**src/hdl/touchpad_motion_and_tap_engine_core_assert.svh**
```systemverilog
// Assertion macros for the touchpad engine core.
// Included by the modules that assert; no other dependencies.
`ifndef TOUCHPAD_MOTION_AND_TAP_ENGINE_CORE_ASSERT_SVH
`define TOUCHPAD_MOTION_AND_TAP_ENGINE_CORE_ASSERT_SVH
// Implication checked on every clock edge outside reset.
`define TPE_ASSERT_IMP(label, clk, rst, ante, cons, msg) \
   label: assert property (@(posedge clk) disable iff (rst) (ante) |-> (cons)) \
      else $error(msg);
// Implication with the consequent checked in the cycle after the antecedent.
`define TPE_ASSERT_NEXT(label, clk, rst, ante, cons, msg) \
   label: assert property (@(posedge clk) disable iff (rst) (ante) |=> (cons)) \
      else $error(msg);
`endif

```
**src/hdl/tpe_pkg.sv**
```systemverilog
// Package for the touchpad engine: result event type, kinds, register indexes.
// No dependencies.
`default_nettype none
package tpe_pkg;
   localparam logic [1:0] KIND_BUTTON = 2'd0;
   localparam logic [1:0] KIND_TOUCH  = 2'd1;
   localparam logic [1:0] KIND_REL_X  = 2'd2;
   localparam logic [1:0] KIND_REL_Y  = 2'd3;

   localparam logic [2:0] REG_TAPS_DIS  = 3'd0;
   localparam logic [2:0] REG_SMOOTH    = 3'd1;
   localparam logic [2:0] REG_FAST_TAP  = 3'd2;
   localparam logic [2:0] REG_TAP_DL    = 3'd3;
   localparam logic [2:0] REG_HOLD_BACK = 3'd4;
   localparam logic [2:0] REG_DRAG_BUD  = 3'd5;
   localparam logic [2:0] REG_DRAG_WIN  = 3'd6;
   localparam logic [2:0] REG_IDLE_LIFT = 3'd7;

   localparam int Q8_ONE   = 256;
   localparam int FAST_SUM = 4;
   localparam int QDEPTH   = 4;

   typedef struct packed {
      logic [1:0]        kind;
      logic [1:0]        key;
      logic signed [7:0] value;
      logic              sync;
      logic              last;
   } event_type;

   // Reciprocal gain table: 256 / s rounded down for s >= 2, constant over ranges of s.
   function automatic logic [7:0] inv_gain(input logic [7:0] s);
      logic [7:0] r;
      case (s) inside
         8'd0, 8'd1, 8'd2: r = 8'd128;
         8'd3:             r = 8'd85;
         8'd4:             r = 8'd64;
         8'd5:             r = 8'd51;
         8'd6:             r = 8'd42;
         8'd7:             r = 8'd36;
         8'd8:             r = 8'd32;
         8'd9:             r = 8'd28;
         8'd10:            r = 8'd25;
         8'd11:            r = 8'd23;
         8'd12:            r = 8'd21;
         8'd13:            r = 8'd19;
         8'd14:            r = 8'd18;
         8'd15:            r = 8'd17;
         8'd16:            r = 8'd16;
         8'd17:            r = 8'd15;
         8'd18:            r = 8'd14;
         8'd19:            r = 8'd13;
         [8'd20:8'd21]:    r = 8'd12;
         [8'd22:8'd23]:    r = 8'd11;
         [8'd24:8'd25]:    r = 8'd10;
         [8'd26:8'd28]:    r = 8'd9;
         [8'd29:8'd32]:    r = 8'd8;
         [8'd33:8'd36]:    r = 8'd7;
         [8'd37:8'd42]:    r = 8'd6;
         [8'd43:8'd51]:    r = 8'd5;
         [8'd52:8'd64]:    r = 8'd4;
         [8'd65:8'd85]:    r = 8'd3;
         [8'd86:8'd128]:   r = 8'd2;
         default:          r = 8'd1;
      endcase
      return r;
   endfunction

   function automatic logic signed [7:0] clamp8(input logic signed [16:0] v);
      if (v > 17'sd127) return 8'sd127;
      if (v < -17'sd128) return -8'sd128;
      return v[7:0];
   endfunction
endpackage
`default_nettype wire

```
**src/hdl/tpe_front.sv**
```systemverilog
// Front end: takes a report, runs the per-report state update, emits event beats.
// Depends on tpe_pkg and the assertion macros header. Events go out one a cycle into the event queue while it has room.
`default_nettype none
module tpe_front #(
   parameter int TIME_BITS    = 32,
   parameter int BUTTON_COUNT = 3
) (
   input  wire                     clock,
   input  wire                     reset,
   input  wire                     start,
   output logic                    busy,
   input  wire [2:0]               in_buttons,
   input  wire                     in_touching,
   input  wire signed [7:0]        in_dx,
   input  wire signed [7:0]        in_dy,
   input  wire [31:0]              in_now,
   input  wire                     taps_disabled,
   input  wire [7:0]               smooth_div,
   input  wire                     fast_tap_enable,
   input  wire [15:0]              tap_deadline_ms,
   input  wire [15:0]              hold_back_ms,
   input  wire [15:0]              drag_budget,
   input  wire [15:0]              drag_window_ms,
   input  wire [7:0]               idle_reports_for_lift,
   output logic                    ev_valid,
   output tpe_pkg::event_type      ev_data,
   input  wire                     ev_ready
);
   import tpe_pkg::*;
   localparam int TB = TIME_BITS;

   typedef enum logic [5:0] {
      S_IDLE  = 6'b000001,
      S_TOUCH = 6'b000010,
      S_GAIN  = 6'b000100,
      S_SMTH  = 6'b001000,
      S_FAST  = 6'b010000,
      S_EMIT  = 6'b100000
   } state_type;

   state_type state_ff, state_in;

   // persistent state
   logic [2:0]          button_cache_ff, button_cache_in;
   logic [7:0]          idle_count_ff, idle_count_in;
   logic signed [9:0]   rem_x_ff, rem_x_in, rem_y_ff, rem_y_in;
   logic [TB-1:0]       start_time_ff, start_time_in;
   logic signed [15:0]  held_x_ff, held_x_in, held_y_ff, held_y_in;
   logic [15:0]         msum_ff, msum_in;
   logic                hold_ff, hold_in, tapp_ff, tapp_in, drag_ff, drag_in;
   logic [TB-1:0]       click_time_ff, click_time_in;
   logic                click_rec_ff, click_rec_in;

   // per-report working registers
   logic [2:0]          btn_ff, btn_in;
   logic                tch_ff, tch_in;
   logic signed [7:0]   dx_ff, dx_in, dy_ff, dy_in;
   logic [TB-1:0]       now_ff, now_in;
   logic                changed_ff, changed_in, send_ff, send_in;
   logic [8:0]          gain_ff, gain_in;

   // event slot list built up during the report
   event_type           slot_ff [8];
   event_type           slot_in [8];
   logic [3:0]          cnt_ff, cnt_in;
   logic [3:0]          rd_ff, rd_in;

   assign busy = (state_ff != S_IDLE);

   function automatic event_type mk(input logic [1:0] k, input logic [1:0] ky,
                                    input logic signed [7:0] v, input logic s);
      event_type e;
      e.kind = k; e.key = ky; e.value = v; e.sync = s; e.last = 1'b0;
      return e;
   endfunction

   // Per-state logic.
   always_comb begin
      logic [7:0]         lo;
      logic [2:0]         tot;
      logic signed [17:0] accx, accy;
      logic signed [9:0]  qx, qy;
      logic [TB-1:0]      dur, cdiff;
      logic [16:0]        m;
      logic signed [16:0] hx, hy;
      logic [3:0]         c;
      state_in = state_ff;
      button_cache_in = button_cache_ff; idle_count_in = idle_count_ff;
      rem_x_in = rem_x_ff; rem_y_in = rem_y_ff; start_time_in = start_time_ff;
      held_x_in = held_x_ff; held_y_in = held_y_ff; msum_in = msum_ff;
      hold_in = hold_ff; tapp_in = tapp_ff; drag_in = drag_ff;
      click_time_in = click_time_ff; click_rec_in = click_rec_ff;
      btn_in = btn_ff; tch_in = tch_ff; dx_in = dx_ff; dy_in = dy_ff; now_in = now_ff;
      changed_in = changed_ff; send_in = send_ff; gain_in = gain_ff;
      slot_in = slot_ff; cnt_in = cnt_ff; rd_in = rd_ff;
      lo = '0; tot = '0; accx = '0; accy = '0; qx = '0; qy = '0;
      dur = '0; cdiff = '0; m = '0; hx = '0; hy = '0; c = cnt_ff;
      case (state_ff)
         S_IDLE: begin
            if (start) begin
               btn_in = in_buttons; tch_in = in_touching;
               dx_in = in_dx; dy_in = in_dy; now_in = TB'(in_now);
               cnt_in = '0; rd_in = '0; send_in = 1'b0; changed_in = 1'b0;
               state_in = S_TOUCH;
            end
         end
         // button changes and touch tracking
         S_TOUCH: begin
            c = '0;
            if (!taps_disabled && (btn_ff != 3'd0 || button_cache_ff != 3'd0)) begin
               for (int i = 0; i < BUTTON_COUNT; i++) begin
                  if (btn_ff[i] != button_cache_ff[i]) begin
                     slot_in[c[2:0]] = mk(KIND_BUTTON, 2'(i), {7'd0, btn_ff[i]}, 1'b0);
                     c = c + 4'd1;
                     send_in = 1'b1;
                  end
               end
            end
            button_cache_in = btn_ff;
            if (tch_ff) begin
               send_in = 1'b1;
               if (idle_count_ff != 8'd0) begin
                  changed_in = 1'b1; idle_count_in = '0;
                  dx_in = '0; dy_in = '0; rem_x_in = '0; rem_y_in = '0;
               end
            end else begin
               if (idle_count_ff != 8'd255) begin
                  idle_count_in = idle_count_ff + 8'd1;
                  if (idle_count_in == idle_reports_for_lift) changed_in = 1'b1;
               end
               dx_in = '0; dy_in = '0;
            end
            if (changed_in) begin
               slot_in[c[2:0]] = mk(KIND_TOUCH, 2'd0, {7'd0, tch_ff}, 1'b0);
               c = c + 4'd1;
               send_in = 1'b1;
            end
            cnt_in = c;
            state_in = S_GAIN;
         end
         // gain, then one multiply per axis
         S_GAIN: begin
            if ((dx_ff < 0 ? -int'(dx_ff) : int'(dx_ff)) +
                (dy_ff < 0 ? -int'(dy_ff) : int'(dy_ff)) >= FAST_SUM) begin
               gain_in = 9'(Q8_ONE);
            end else begin
               lo = inv_gain(smooth_div);
               tot = 3'((dx_ff < 0 ? -int'(dx_ff) : int'(dx_ff)) +
                        (dy_ff < 0 ? -int'(dy_ff) : int'(dy_ff)));
               gain_in = 9'({1'b0, lo} + 9'(((11'(Q8_ONE) - 11'(lo)) * 11'(tot)) >> 2));
            end
            state_in = S_SMTH;
         end
         S_SMTH: begin
            if (smooth_div >= 8'd2) begin
               accx = 18'(rem_x_ff) + 18'(dx_ff) * $signed({9'd0, gain_ff});
               accy = 18'(rem_y_ff) + 18'(dy_ff) * $signed({9'd0, gain_ff});
               qx = 10'(accx / 18'sd256);
               qy = 10'(accy / 18'sd256);
               rem_x_in = 10'(accx - 18'(qx) * 18'sd256);
               rem_y_in = 10'(accy - 18'(qy) * 18'sd256);
               dx_in = clamp8(17'(qx));
               dy_in = clamp8(17'(qy));
            end
            state_in = S_FAST;
         end
         // fast-tap logic and trailing rel events
         S_FAST: begin
            if (fast_tap_enable) begin
               if (changed_ff && tch_ff) begin
                  start_time_in = now_ff; held_x_in = '0; held_y_in = '0; msum_in = '0;
                  hold_in = 1'b1; tapp_in = 1'b1;
                  cdiff = now_ff - click_time_ff;
                  if (click_rec_ff && cdiff < TB'(drag_window_ms)) begin
                     slot_in[c[2:0]] = mk(KIND_BUTTON, 2'd0, 8'sd1, 1'b0);
                     c = c + 4'd1;
                     drag_in = 1'b1; hold_in = 1'b0; tapp_in = 1'b0;
                  end
                  click_rec_in = 1'b0;
               end
               if (tch_ff && (hold_in || tapp_in)) begin
                  dur = now_ff - start_time_in;
                  m = 17'(msum_in) + 17'(dx_in < 0 ? -int'(dx_in) : int'(dx_in)) +
                      17'(dy_in < 0 ? -int'(dy_in) : int'(dy_in));
                  msum_in = m[16] ? 16'hFFFF : m[15:0];
                  hx = 17'(held_x_in) + 17'(dx_in);
                  hy = 17'(held_y_in) + 17'(dy_in);
                  held_x_in = (hx > 17'sd32767) ? 16'sh7FFF :
                              (hx < -17'sd32768) ? 16'sh8000 : hx[15:0];
                  held_y_in = (hy > 17'sd32767) ? 16'sh7FFF :
                              (hy < -17'sd32768) ? 16'sh8000 : hy[15:0];
                  if (msum_in > drag_budget || dur > TB'(tap_deadline_ms))
                     tapp_in = 1'b0;
                  if (hold_in) begin
                     if (msum_in > drag_budget ||
                         (msum_in != 16'd0 && dur > TB'(hold_back_ms))) begin
                        dx_in = clamp8(17'(held_x_in));
                        dy_in = clamp8(17'(held_y_in));
                        hold_in = 1'b0;
                     end else begin
                        dx_in = '0; dy_in = '0;
                     end
                  end
               end
               if (changed_ff && !tch_ff) begin
                  if (drag_ff) begin
                     slot_in[c[2:0]] = mk(KIND_BUTTON, 2'd0, 8'sd0, 1'b0);
                     c = c + 4'd1;
                     drag_in = 1'b0;
                  end else if (tapp_in) begin
                     slot_in[c[2:0]] = mk(KIND_BUTTON, 2'd0, 8'sd1, 1'b1);
                     slot_in[c[2:0] + 3'd1] = mk(KIND_BUTTON, 2'd0, 8'sd0, 1'b1);
                     c = c + 4'd2;
                     click_time_in = now_ff; click_rec_in = 1'b1;
                  end
                  hold_in = 1'b0; tapp_in = 1'b0;
               end
            end
            if (send_ff) begin
               slot_in[c[2:0]] = mk(KIND_REL_X, 2'd0, dx_in, 1'b0);
               slot_in[c[2:0] + 3'd1] = mk(KIND_REL_Y, 2'd0, dy_in, 1'b1);
               c = c + 4'd2;
            end
            cnt_in = c;
            state_in = (c == 4'd0) ? S_IDLE : S_EMIT;
         end
         // hand one beat a cycle to the queue while it is ready
         S_EMIT: begin
            if (ev_ready) begin
               rd_in = rd_ff + 4'd1;
               if (rd_in == cnt_ff) state_in = S_IDLE;
            end
         end
         default: state_in = S_IDLE;
      endcase
   end

   always_comb begin
      ev_valid = (state_ff == S_EMIT);
      ev_data = slot_ff[rd_ff[2:0]];
      ev_data.last = (rd_ff + 4'd1 == cnt_ff);
   end

   always_ff @(posedge clock) begin
      if (reset) begin
         state_ff <= S_IDLE;
         button_cache_ff <= '0; idle_count_ff <= '0; rem_x_ff <= '0; rem_y_ff <= '0;
         start_time_ff <= '0; held_x_ff <= '0; held_y_ff <= '0; msum_ff <= '0;
         hold_ff <= 1'b0; tapp_ff <= 1'b0; drag_ff <= 1'b0;
         click_time_ff <= '0; click_rec_ff <= 1'b0;
         cnt_ff <= '0; rd_ff <= '0;
      end else begin
         state_ff <= state_in;
         button_cache_ff <= button_cache_in; idle_count_ff <= idle_count_in;
         rem_x_ff <= rem_x_in; rem_y_ff <= rem_y_in; start_time_ff <= start_time_in;
         held_x_ff <= held_x_in; held_y_ff <= held_y_in; msum_ff <= msum_in;
         hold_ff <= hold_in; tapp_ff <= tapp_in; drag_ff <= drag_in;
         click_time_ff <= click_time_in; click_rec_ff <= click_rec_in;
         cnt_ff <= cnt_in; rd_ff <= rd_in;
      end
   end

   always_ff @(posedge clock) begin
      btn_ff <= btn_in; tch_ff <= tch_in; dx_ff <= dx_in; dy_ff <= dy_in;
      now_ff <= now_in; changed_ff <= changed_in; send_ff <= send_in;
      gain_ff <= gain_in;
      slot_ff <= slot_in;
   end

   `include "touchpad_motion_and_tap_engine_core_assert.svh"
   `TPE_ASSERT_IMP(a_cnt_max, clock, reset, 1'b1, cnt_ff <= 4'd8, "more than eight events")
   `TPE_ASSERT_IMP(a_emit_rd, clock, reset, state_ff == S_EMIT, rd_ff < cnt_ff,
      "read past event list")
   `TPE_ASSERT_IMP(a_state_onehot, clock, reset, 1'b1, $onehot(state_ff),
      "state not one-hot")
endmodule
`default_nettype wire

```
**src/hdl/tpe_back.sv**
```systemverilog
// Back end: event queue between the front end and the result ports.
// Depends on tpe_pkg and the assertion macros header.
`default_nettype none
module tpe_back (
   input  wire                 clock,
   input  wire                 reset,
   input  wire                 wr_valid,
   input  tpe_pkg::event_type  wr_data,
   output logic                wr_ready,
   output logic                rd_empty,
   output tpe_pkg::event_type  rd_data,
   input  wire                 rd_pop
);
   import tpe_pkg::*;
   localparam int AW = $clog2(QDEPTH);

   event_type        mem_ff [QDEPTH];
   logic [AW-1:0]    wp_ff, rp_ff;
   logic [AW:0]      cnt_ff;
   logic             push, pop;

   assign wr_ready = (cnt_ff != (AW+1)'(QDEPTH));
   assign rd_empty = (cnt_ff == '0);
   assign rd_data  = mem_ff[rp_ff];
   assign push = wr_valid && wr_ready;
   assign pop  = rd_pop && !rd_empty;

   // store beat
   always_ff @(posedge clock) begin
      if (push) mem_ff[wp_ff] <= wr_data;
   end

   // advance pointers
   always_ff @(posedge clock) begin
      if (reset) begin
         wp_ff <= '0; rp_ff <= '0; cnt_ff <= '0;
      end else begin
         if (push) wp_ff <= wp_ff + AW'(1);
         if (pop) rp_ff <= rp_ff + AW'(1);
         cnt_ff <= cnt_ff + (AW+1)'(push) - (AW+1)'(pop);
      end
   end

   `include "touchpad_motion_and_tap_engine_core_assert.svh"
   `TPE_ASSERT_IMP(a_cnt_range, clock, reset, 1'b1, cnt_ff <= (AW+1)'(QDEPTH),
      "queue overfilled")
   `TPE_ASSERT_NEXT(a_pop_only, clock, reset, pop && !push, cnt_ff == $past(cnt_ff) - 1'b1,
      "pop did not drain")
   `TPE_ASSERT_NEXT(a_push_only, clock, reset, push && !pop, cnt_ff == $past(cnt_ff) + 1'b1,
      "push did not fill")
endmodule
`default_nettype wire

```
**src/hdl/touchpad_motion_and_tap_engine_core.sv**
```systemverilog
// Top level of the touchpad engine: registers, front end, event queue.
// Depends on tpe_pkg, tpe_front, tpe_back.
//
//  channel | ports                       | beat taken when
//  req     | req_* push full             | push && !full
//  rsp     | rsp_* empty pop             | pop && !empty
//  csr     | csr_valid csr_ready csr_*   | csr_valid && csr_ready
//
// A report passes through the front-end states touch, gain, smooth and fast-tap,
// then hands its event beats (0..8) to the queue, stalling while the queue is
// full; the next report is taken once the front end is idle again.
// The front end is one report at a time; full is high while it works.
// The four-deep event queue lets result stalls hold back only the front end.
// Reset is synchronous; all but per-report data and queue storage return to defaults.
`default_nettype none
module touchpad_motion_and_tap_engine_core #(
   parameter int TIME_BITS    = 32,
   parameter int BUTTON_COUNT = 3
) (
   input  wire               clock,
   input  wire               reset,
   input  wire               push,
   output logic              full,
   input  wire [2:0]         req_buttons,
   input  wire               req_touching,
   input  wire signed [7:0]  req_delta_x,
   input  wire signed [7:0]  req_delta_y,
   input  wire [31:0]        req_now_ms,
   output logic              empty,
   input  wire               pop,
   output logic [1:0]        rsp_event_kind,
   output logic [1:0]        rsp_key_index,
   output logic signed [7:0] rsp_event_value,
   output logic              rsp_sync,
   output logic              rsp_last,
   input  wire               csr_valid,
   output logic              csr_ready,
   input  wire [2:0]         csr_index,
   input  wire [15:0]        csr_data
);
   import tpe_pkg::*;

   logic        taps_dis_ff, fast_ff;
   logic [7:0]  smooth_ff, lift_ff;
   logic [15:0] tap_dl_ff, hold_ff, bud_ff, win_ff;
   logic        busy, ev_valid, ev_ready;
   event_type   ev_data, rsp;

   assign csr_ready = 1'b1;
   assign full = busy;

   // register writes
   always_ff @(posedge clock) begin
      if (reset) begin
         taps_dis_ff <= 1'b0; smooth_ff <= '0; fast_ff <= 1'b0;
         tap_dl_ff <= 16'd250; hold_ff <= 16'd120; bud_ff <= 16'd25;
         win_ff <= 16'd150; lift_ff <= 8'd3;
      end else if (csr_valid) begin
         case (csr_index)
            REG_TAPS_DIS:  taps_dis_ff <= csr_data[0];
            REG_SMOOTH:    smooth_ff <= csr_data[7:0];
            REG_FAST_TAP:  fast_ff <= csr_data[0];
            REG_TAP_DL:    tap_dl_ff <= csr_data;
            REG_HOLD_BACK: hold_ff <= csr_data;
            REG_DRAG_BUD:  bud_ff <= csr_data;
            REG_DRAG_WIN:  win_ff <= csr_data;
            REG_IDLE_LIFT: lift_ff <= csr_data[7:0];
            default: ;
         endcase
      end
   end

   tpe_front #(.TIME_BITS(TIME_BITS), .BUTTON_COUNT(BUTTON_COUNT)) u_front (
      .clock(clock), .reset(reset), .start(push && !busy), .busy(busy),
      .in_buttons(req_buttons), .in_touching(req_touching),
      .in_dx(req_delta_x), .in_dy(req_delta_y), .in_now(req_now_ms),
      .taps_disabled(taps_dis_ff), .smooth_div(smooth_ff),
      .fast_tap_enable(fast_ff), .tap_deadline_ms(tap_dl_ff),
      .hold_back_ms(hold_ff), .drag_budget(bud_ff), .drag_window_ms(win_ff),
      .idle_reports_for_lift(lift_ff),
      .ev_valid(ev_valid), .ev_data(ev_data), .ev_ready(ev_ready));

   tpe_back u_back (
      .clock(clock), .reset(reset), .wr_valid(ev_valid), .wr_data(ev_data),
      .wr_ready(ev_ready), .rd_empty(empty), .rd_data(rsp), .rd_pop(pop));

   assign rsp_event_kind  = rsp.kind;
   assign rsp_key_index   = rsp.key;
   assign rsp_event_value = rsp.value;
   assign rsp_sync        = rsp.sync;
   assign rsp_last        = rsp.last;
endmodule
`default_nettype wire
```
**config.mk**
```make
export PLATFORM = sky130hd
export DESIGN_NAME = touchpad_motion_and_tap_engine_core
export DESIGN_NICKNAME = d
export VERILOG_FILES = /design/src/hdl/tpe_pkg.sv /design/src/hdl/tpe_front.sv /design/src/hdl/tpe_back.sv /design/src/hdl/touchpad_motion_and_tap_engine_core.sv
export VERILOG_INCLUDE_DIRS = /design/src /design/src/hdl
export SDC_FILE = /design/constraint.sdc
export NUM_CORES = 2
export LEC_CHECK = 0
export BUFFER_PORTS_ARGS = -buffer_cell sky130_fd_sc_hd__buf_4
export CAP_MARGIN = 25
export CORE_ASPECT_RATIO = 0.8
export CORE_MARGIN = 1.5
export CORE_UTILIZATION = 55
export DETAILED_ROUTE_END_ITERATION = 12
export GPL_ROUTABILITY_DRIVEN = 0
export PLACE_DENSITY = 0.82
export SYNTH_ARGS = -nofsm -noshare
export SYNTH_HDL_FRONTEND = slang
export SYNTH_SLANG_ARGS = --single-unit
```
**constraint.sdc**
```tcl
create_clock -name clock -period 23.2 [get_ports clock]
set_clock_uncertainty 0.1 [all_clocks]
set_input_delay 1.16 -clock clock [delete_from_list [all_inputs] [get_ports clock]]
set_output_delay 1.16 -clock clock [all_outputs]
set_load 0.1 [all_outputs]
```
==> results.toml <==
[outcome]
status = "complete, no violations"

[synthesis]
yosysTopAreaCell = "edfxtp_1"
synth_area_per_cell_um2 = 8.42
synth_edf_count = 223
seq_area_frac_synth = 0.289
yosys_warnings = 0
synth-main-ff-cell = "dfxtp_1"
netlist_instances = 4805
synth_seq_cells = 473
synth_top_area_frac = 0.165
syn_area_um2 = 40500
async_flop_share = 0
synth_cell_types = 99
ys_top_cells_by_area = "edfxtp_1 17%, dfxtp_1 12%, ha_1 11%, fa_1 7.4%, a21oi_1 5.9%"

[setup_path]
setup.worst_path.start_class = "flop"
crit_type = "reg -> reg"
cp.arrival_ns = 9.56
critPathMaxStageDelay_ns = 0.80
slowest_stage = "a32oi_1"
path_max_fanout = 15
cp.required_ns = 23.49
path_common_cell = "o21ai_0"
end_kind = "flop"

[timing]
fin_hold_ws_ns = 0.345
min_period_ns = 9.28
tightest_slew_ns = 1.12
finalWorstSetupSlack_ns = 13.92
setup_viol = 0
grt_setup_unrepaired = "false"
fin_crit_sh = 0.400
slew_violations = 0
hold_viol = 0
tns_ns = 0
slew_headroom = 0.244
max_freq_mhz = 108

[global_route]
grt_pass1_vias = 34900
grt_pass1_wl_um = 184000
grt_overflow = 0
antenna_found_initial = 1
grt_start_max_net_pins = 90
grt_use_total = 0.301

[final_layout]
layout.cells.non_filler = 5814
final.fill_count = 6098
register_area_um2 = 11700
fin_nets = 5396
multi_input_area_um2 = 26700
drive_gt1_frac = 0.0713
diodes = 0
syn_to_final_growth_pct = 8.61

[clocking]
cts_buffers = 51
cts_root_buffer = "clkbuf_16"
clock_sinks = 473
clockBufferDepth = 3
clock_latency_ns = 0.63
postCtsResizedCells = 0
clk_pin_slew_ns = 0.07
holdBufCountCts = 0
h-tree-depth = 2
post_cts_buffers = 0
cts_tree = "done"

[power_and_ir_drop]
cellLeakagePower_uw = 0.0178
power.total_uw = 4610
power.density_nw_per_um2 = 105
peakVddDrop_uv = 147

[floorplanning]
die_h_um = 246
die_x_um = 306
core_region_area_um2 = 72400
io_pins = 93
rows = 88
dieArea_um2 = 75200
initial_core_util = 0.559

[detailed_routing]
ant_nets = 0
drc = 0
drt_iter0_markers = 4724
wl_um = 116000
dr.pass1.iters = 9
avgRoutedWirePerCell_um = 20.0
vias_per_cell = 6.41
vias = 37300

[placed_design]
place_ws_ns = 14.01
dp.cells = 5711
dp.final_hpwl_um = 85300
portBuffers = 91

[run]
maxCapViolations = 0

[min_path]
hp-class = "reg -> reg"
==> final timing paths <==
| path | endpoint | slack [ns] | cells past startpoint | startpoint |
|---|---|---|---|---|
| hold / removal | u_front.msum_ff[15]$_SDFFE_PP0P_ | 0.35 | 2 | u_front.msum_ff[15]$_SDFFE_PP0P_ |
| hold reg to reg | u_front.msum_ff[15]$_SDFFE_PP0P_ | 0.35 | 2 | u_front.msum_ff[15]$_SDFFE_PP0P_ |
| setup reg to reg | u_front.slot_ff[87]$_DFFE_PP_ | 13.92 | 30 | u_front.dy_ff[1]$_DFFE_PP_ |
| setup / recovery | u_front.slot_ff[87]$_DFFE_PP_ | 13.92 | 30 | u_front.dy_ff[1]$_DFFE_PP_ |
==> synth_stat cells, types with 14 or more instances <==
library cell / number
a21oi_1: 480
nand2b_1: 60
nand2_1: 608
mux2_2: 17
ha_1: 343
nand3_1: 110
dfxtp_1: 250
a21o_1: 73
o21bai_1: 26
xnor2_1: 126
nor2_1: 353
a211oi_1: 72
inv_1: 381
o211ai_1: 33
a31oi_1: 38
edfxtp_1: 223
o221ai_1: 20
or2_2: 16
o22ai_1: 30
fa_1: 150
nor4_1: 34
and3_1: 31
xor2_1: 61
mux4_2: 40
nand4_1: 48
or3_1: 35
o21ai_0: 206
clkbuf_1: 207
and2_1: 139
buf_1: 16
o21a_1: 39
nor2b_1: 35
a221o_1: 14
mux2i_1: 49
a211o_1: 32
a22oi_1: 22
nor3_1: 134
nand3b_1: 14
a2111oi_0: 15
o31ai_1: 19
==> cell usage in the layout (no fill, tap or decap), types with 35 or more instances in the layout <==
| master | instances |
|---|---|
| nand2_1 | 607 |
| a21oi_1 | 480 |
| inv_1 | 379 |
| nor2_1 | 350 |
| ha_1 | 343 |
| dfxtp_1 | 248 |
| edfxtp_1 | 223 |
| o21ai_0 | 205 |
| fa_1 | 150 |
| buf_4 | 140 |
| and2_1 | 139 |
| nor3_1 | 131 |
| xnor2_1 | 126 |
| nand3_1 | 110 |
| a21o_1 | 73 |
| a211oi_1 | 72 |
| xor2_1 | 61 |
| nand2b_1 | 60 |
| conb_1 | 55 |
| clkbuf_16 | 51 |
| mux2i_1 | 49 |
| nand4_1 | 48 |
| mux4_2 | 40 |
| o21a_1 | 39 |
| a31oi_1 | 38 |
| nor2b_1 | 35 |
==> logic make-up after synthesis <==
group / Yosys count / synth area share
multiplexers: 106 / 0.0391
other: 2 / 0.000186
adder cells (fa/ha/maj): 496 / 0.181
flip-flops: 473 / 0.289
AND/OR/NAND/NOR: 1663 / 0.194
buffers and inverters: 612 / 0.0573
AO/OA/AOI/OAI: 1266 / 0.199
XOR/XNOR: 187 / 0.0405
==> layer usage <==
metal,track usage,part of all wire
met5,0,0.00011
met4,0.100,0.038
met1,0.410,0.41
met2,0.465,0.43
met3,0.0760,0.12
==> power breakdown <==
group	internal [uW]	leakage (uW)	switching, uW
Sequential	922	0.00403	70.6
Clock	510	0.000884	374
Combinational	1040	0.0129	1690
==> flip-flops by register name, summed over array words and instances (netlist names), 9 cells and up, named ones only <==
register / count
u_front.held_x_ff: 16
tap_dl_ff: 16
u_front.gain_ff: 9
u_front.msum_ff: 16
bud_ff: 16
hold_ff: 16
u_front.click_time_ff: 32
u_front.start_time_ff: 32
win_ff: 16
u_front.rem_x_ff: 9
u_back.mem_ff: 56
u_front.slot_ff: 104
u_front.held_y_ff: 16
u_front.now_ff: 32
u_front.rem_y_ff: 9
==> layout make-up <==
| class | count | area share |
|---|---|---|
| inverter | 382 | 0.0327 |
| clock inverter | 34 | 0.0106 |
| clock buffer | 61 | 0.0306 |
| timing repair buffer | 146 | 0.0255 |
| multi-input combinational | 3773 | 0.608 |
| tap | 945 | 0.0269 |
| sequential | 473 | 0.266 |
==> worst max-delay path, delay by kind of cell (launching register included) <==
kind	cells	cell delay [ns]
xor+xnor	2	0.35
fa+ha+maj	3	1.15
compound gates	11	3.77
flops	1	0.67
buf+inv	3	0.38
simple gates	11	2.56
==> per-stage QoR <==
stage / utilization / instance area, um2
2_1_floorplan: - / 40700
3_3_place_gp: 0.581 / 42100
3_5_place_dp: 0.581 / 42100
4_1_cts: 0.606 / 43900
5_1_grt: 0.607 / 44000
6_report: 0.607 / 44000
Power figures use the tool's default switching activity.
